<file path="config.mk">
export PLATFORM = sky130hd
export DESIGN_NAME = depi_div
export DESIGN_NICKNAME = d
export VERILOG_FILES = /design/src/rtl/depi_pkg.sv /design/src/rtl/depi_div.sv
export SDC_FILE = /design/constraint.sdc
export NUM_CORES = 2
export LEC_CHECK = 0
export BUFFER_PORTS_ARGS = -buffer_cell sky130_fd_sc_hd__buf_2
export CAP_MARGIN = 20
export CORE_AREA = 2 2 400 799
export CTS_CLUSTER_DIAMETER = 120
export CTS_CLUSTER_SIZE = 28
export DETAILED_ROUTE_END_ITERATION = 12
export DIE_AREA = 0 0 402 801
export SYNTH_ARGS = -nofsm -noshare
export SYNTH_HDL_FRONTEND = slang
export SYNTH_SLANG_ARGS = --single-unit
</file>
<file path="constraint.sdc">
create_clock -name clk -period 5.7 [get_ports clk]
set_input_delay 1.14 -clock clk [delete_from_list [all_inputs] [get_ports clk]]
set_output_delay 1.14 -clock clk [all_outputs]
set_load 0.01 [all_outputs]
</file>
<file path="src/rtl/depi_pkg.sv">
`timescale 1ns / 1ps
// ----------------------------------------------------------------------------
// depi_pkg
// Shared types and constants of the depth pixel to point pipeline.
// ----------------------------------------------------------------------------
package depi_pkg;

	localparam int DIV_STAGES = 32;
	localparam int CFG_INDEX_W = 3;
	localparam int CFG_DATA_W = 64;

	// configuration register indexes
	localparam logic [CFG_INDEX_W-1:0] CFG_PRINCIPAL_POINT  = 3'd0;
	localparam logic [CFG_INDEX_W-1:0] CFG_INVERSE_FOCAL    = 3'd1;
	localparam logic [CFG_INDEX_W-1:0] CFG_DISPARITY_OFFSET = 3'd2;
	localparam logic [CFG_INDEX_W-1:0] CFG_DEPTH_SCALE      = 3'd3;
	localparam logic [CFG_INDEX_W-1:0] CFG_ROW_X            = 3'd4;
	localparam logic [CFG_INDEX_W-1:0] CFG_ROW_Y            = 3'd5;
	localparam logic [CFG_INDEX_W-1:0] CFG_ROW_Z            = 3'd6;

	localparam logic [31:0] RST_PRINCIPAL_POINT  = 32'd1423195311;
	localparam logic [63:0] RST_INVERSE_FOCAL    = 64'd31043920543539688;
	localparam logic [10:0] RST_DISPARITY_OFFSET = 11'd1084;
	localparam logic [31:0] RST_DEPTH_SCALE      = 32'd23365459;
	localparam logic [63:0] RST_ROW_X            = 64'd4611686018427387904;
	localparam logic [63:0] RST_ROW_Y            = 64'd70368744177664;
	localparam logic [63:0] RST_ROW_Z            = 64'd1073741824;

	typedef struct packed {
		logic [15:0] raw_depth;
		logic [9:0]  column;
		logic [9:0]  line;
	} pixel_t;

	typedef struct packed {
		logic signed [31:0] point_x;
		logic signed [31:0] point_y;
		logic signed [31:0] point_z;
		logic               point_valid;
	} point_t;

	// per-item data that rides alongside the divider
	typedef struct packed {
		logic               miss;
		logic signed [16:0] du;
		logic signed [16:0] dv;
	} side_t;

	// one divider stage
	typedef struct packed {
		logic [10:0] den;
		logic [10:0] rem;
		logic [31:0] quo;
		side_t       side;
	} div_stage_t;

endpackage

</file>
<file path="src/rtl/depi_div.sv">
`timescale 1ns / 1ps
// ----------------------------------------------------------------------------
// depi_div
// Pipelined restoring divider: depth_scale / den, one quotient bit per stage.
// ----------------------------------------------------------------------------
module depi_div (
	input  logic                 clk,
	input  logic                 arst_n,
	input  logic                 en,
	input  logic [31:0]          num,
	input  logic                 in_vld,
	input  logic [10:0]          in_den,
	input  depi_pkg::side_t      in_side,
	output logic                 out_vld,
	output logic [31:0]          out_quo,
	output depi_pkg::side_t      out_side
);
	import depi_pkg::*;

	div_stage_t st_s [DIV_STAGES];
	logic       vld_s [DIV_STAGES];

	for (genvar i = 0; i < DIV_STAGES; i++) begin : g_stage
		logic [10:0] den_in;
		logic [10:0] rem_in;
		logic [31:0] quo_in;
		side_t       side_in;
		logic        vld_in;
		logic [11:0] trial;
		logic        ge;

		if (i == 0) begin : g_first
			assign den_in  = in_den;
			assign rem_in  = '0;
			assign quo_in  = '0;
			assign side_in = in_side;
			assign vld_in  = in_vld;
		end else begin : g_next
			assign den_in  = st_s[i-1].den;
			assign rem_in  = st_s[i-1].rem;
			assign quo_in  = st_s[i-1].quo;
			assign side_in = st_s[i-1].side;
			assign vld_in  = vld_s[i-1];
		end

		// shift in next numerator bit and try to subtract
		always_comb begin
			trial = {rem_in, num[DIV_STAGES-1-i]};
			ge    = trial >= {1'b0, den_in};
		end

		always_ff @(posedge clk or negedge arst_n) begin
			if (!arst_n) begin
				vld_s[i] <= 1'b0;
			end else if (en) begin
				vld_s[i] <= vld_in;
			end
		end

		always_ff @(posedge clk) begin
			if (en) begin
				st_s[i].den  <= den_in;
				st_s[i].rem  <= ge ? 11'(trial - {1'b0, den_in}) : trial[10:0];
				st_s[i].quo  <= {quo_in[30:0], ge};
				st_s[i].side <= side_in;
			end
		end
	end

	assign out_vld  = vld_s[DIV_STAGES-1];
	assign out_quo  = st_s[DIV_STAGES-1].quo;
	assign out_side = st_s[DIV_STAGES-1].side;

endmodule

</file>
==> run_results.csv <==
group,metric,value,unit
clock_network,postCtsSetupBuffers,0,
synth,synthCells,5129,
global_route,track_usage,9.343,%
min_path,hp-class,"reg2reg",
synth,syn_nets,5584,
global_route,antenna_found_initial,7,
critical_path,cp_max_fo,7,
clock_network,cts.hold.buffers_added,0,
critical_path,worstSetupPathType,"in2reg",
floorplanning,rows,292,
run_status,status,"finished, final reports clean",
floorplanning,die_w,402,um
timing,slew_headroom,24.72,%
global_route,grt_util_met3,1.318,%
layout,finalNetCount,5856,
layout,drive_gt1_share,9.168,%
global_route,grt_busiest_layer,"met2",
drt,dr.pass1.iters,5,
timing,rsz0062_at_grt,"false",
synth,yosys-top-cells-area,"edfxtp_1, ha_1, mux2_1, inv_1, xnor2_1",
critical_path,worstPathCellList,"buf_2, inv_1, ha_1, fa_1, nor2b_1, o21ai_1, nand2b_1, a41o_1, a21oi_1, o21ai_1, buf_4, mux2_2",
drt,vias,41390,
place,gp_congestion,0.9022,
synth,syn-cell-area,0.09122,sq mm
clock_network,cts_buffer_depth,3,
global_route,grt_pass1_vias,43580,
drt,drc,0,
clock_network,h-tree-depth,3,
global_route,grt_use_met1,8.710,%
synth,ys_ff_latch,2362,
power,power.density,434.3,mW/mm^2
place,dp_slack,1470,ps
global_route,grt_overflow,0,
synth,synth.yosys.seq_area_share,77.58,%
timing,worst_pin_slew,1127,ps
drt,drtIter0Drc,2573,
synth,async_flop_share,1.355,%
layout,final_core_util,31.73,%
timing,period_share,58.95,%
place,dp_hpwl,107.6,mm
power,power_leakage,35.85,nW
synth,ys_types,71,
clock_network,cts_resized,0,
clock_network,cts_buffers,95,
synth,avgSynthCellArea,17.78,sq um
timing,finalCriticalPeriod,3360,ps
synth,synth_warnings,0,
timing,skew,38.27,ps
global_route,grt_first_pass_wirelength,238.9,mm
synth,synth_edf_count,2330,
floorplanning,core,0.3157,sq mm
clock_network,clkLatencyLatePin,750,ps
synth,yosysMostFrequentCell,"edfxtp_1",
drt,post_drt_wl_per_cell,16.16,um
synth,yosysTopAreaCellShare,76.70,%
timing,final_hold_viol_count,0,
synth,synthFlopType,"edfxtp_1",
critical_path,startpoint_type,"input port",
critical_path,crit_path_end_kind,"flop",
power,ir_drop,0.2722,mV
clock_network,cts_root_buf,"clkbuf_16",
clock_network,cts_sinks,2362,
synth,synth_commonest_cells,"edfxtp_1, inv_1, ha_1",
drt,via_per_inst,4.338,
floorplanning,initial_utilization,28.90,%
floorplanning,dieArea,0.3220,sq mm
critical_path,crit_path_max_incr_delay,540,ps
critical_path,path_common_cell,"o21ai_1",
timing,max_freq,297.6,MHz
critical_path,cp.required,6210,ps
floorplanning,die_h,801,um
global_route,grt_max_degree,164,
layout,nFillCells,30540,
floorplanning,num_io_pins,150,
flow_run,drv_cap,0,
timing,final_max_slew_viol_count,0,
global_route,use_met2,18.64,%
drt,wl,154.2,mm
synth,synth_area_leader_cell,"edfxtp_1",
drt,final_antenna_net_count,0,
critical_path,crit_path_top_delay_cell,"o21ai_1",
place,portBuffers,149,
critical_path,crit_arrival,3870,ps
timing,finalSetupViolations,0,
timing,fin_ws,2340,ps
timing,timing.setup.tns,0,ps
layout,syn2layout_area_growth,9.818,%
clock_network,cts_tree,"built",
power,power,43.50,mW
clock_network,cts.clk_slew.worst_paths,110,ps
registers in the layout, indices dropped and copies added, names as in the netlist:
name and count:
g_stage.vld_in 31, out_vld 1, st_s 2330
layout by cell type, fill, tap and decap left out, types with 17 or more instances in the layout:
master / synthesis / routed
o21ai_1: 35 / 36
a31oi_1: 17 / 17
edfxtp_1: 2330 / 2330
o21ai_0: 137 / 136
ha_1: 343 / 343
buf_2: 2 / 148
nor3_1: 31 / 31
o21a_1: 22 / 22
mux2i_1: 63 / 63
a211oi_1: 23 / 23
nand2_1: 185 / 185
clkbuf_16: 0 / 95
mux2_1: 147 / 147
nand4_1: 22 / 22
a21oi_1: 257 / 257
and3_1: 18 / 18
xnor2_1: 159 / 159
mux2_2: 104 / 104
buf_12: 0 / 20
nand3b_1: 37 / 37
dfrtp_1: 32 / 32
nor2_1: 181 / 181
mux2_4: 42 / 42
a41o_1: 28 / 28
a21o_1: 59 / 59
nand3_1: 33 / 33
o211ai_1: 48 / 48
fa_1: 30 / 30
buf_4: 11 / 39
inv_1: 425 / 425
nor2b_1: 62 / 62
nand2b_1: 37 / 37
o311ai_0: 17 / 17
xor2_1: 41 / 41
routing by layer:
layer / vias to the layer above / wire [um]
li1: 19890 / -
met1: 20420 / 52190
met2: 711 / 86860
met3: 369 / 4651
met4: 2 / 10440
met5: - / 19
stage by stage:
step                hold slack [ps]  cell area, sq um  std cells
finish                        392.5            100200       9540
global route                  398.8            100200       9538
CTS                           338.5            100100       9524
detailed placement            404.5             97450       9407
global placement              400.3             97390       9402
floorplan                     400.3             91220       5129
worst max-delay path, delay by kind of cell:
family | cells | cell delay, ps
AOI/OAI and AO/OA | 4 | 860
adders and majority gates | 2 | 640
buffers and inverters | 3 | 520
muxes | 1 | 340
and+or+nand+nor | 2 | 360
layout make-up:
cell class | instances | area [sq um] | area share (%)
repair buffers | 212 | 1490 | 1.488
clock inverters | 8 | 188.9 | 0.1886
diodes | 3 | 7.507 | 0.007494
multi-input cells | 2304 | 18540 | 18.51
inverters | 426 | 1599 | 1.596
flip-flops and latches | 2362 | 70770 | 70.64
clock buffers | 109 | 2430 | 2.426
well taps | 4116 | 5150 | 5.141
path summary, 6_finish.rpt:
kind	startpoint	endpoint	slack, ps	cells after the start
hold reg to reg	st_s[0][26]	st_s[0][115]	390	0
min in group asynchronous	arst_n	g_stage[12].vld_in	430	1
setup / recovery	num[22]	st_s[2][158]	2340	12
setup reg to reg	st_s[0][256]	st_s[0][336]	2520	10
max in group asynchronous	arst_n	g_stage[29].vld_in	4820	1
hold / removal	st_s[0][26]	st_s[0][115]	390	0
report_power, final:
| group | internal [mW] | switching, mW |
|---|---|---|
| clock network | 3.11 | 5.00 |
| logic | 5.68 | 6.38 |
| registers | 22.2 | 1.18 |
cells by family (layout without fill, tap and decap cells):
kind of cell / after synthesis / in the layout / synth area share [%]
compound gates: 733 / 733 / 5.145
xor+xnor: 200 / 200 / 1.920
fa+ha+maj: 373 / 373 / 5.363
buf+inv: 463 / 755 / 2.101
flops: 2362 / 2362 / 77.58
mux: 356 / 356 / 4.481
other cells: 0 / 3 / 0
simple gates: 642 / 642 / 3.409
Note: power is estimated with default switching activity, not from simulation.
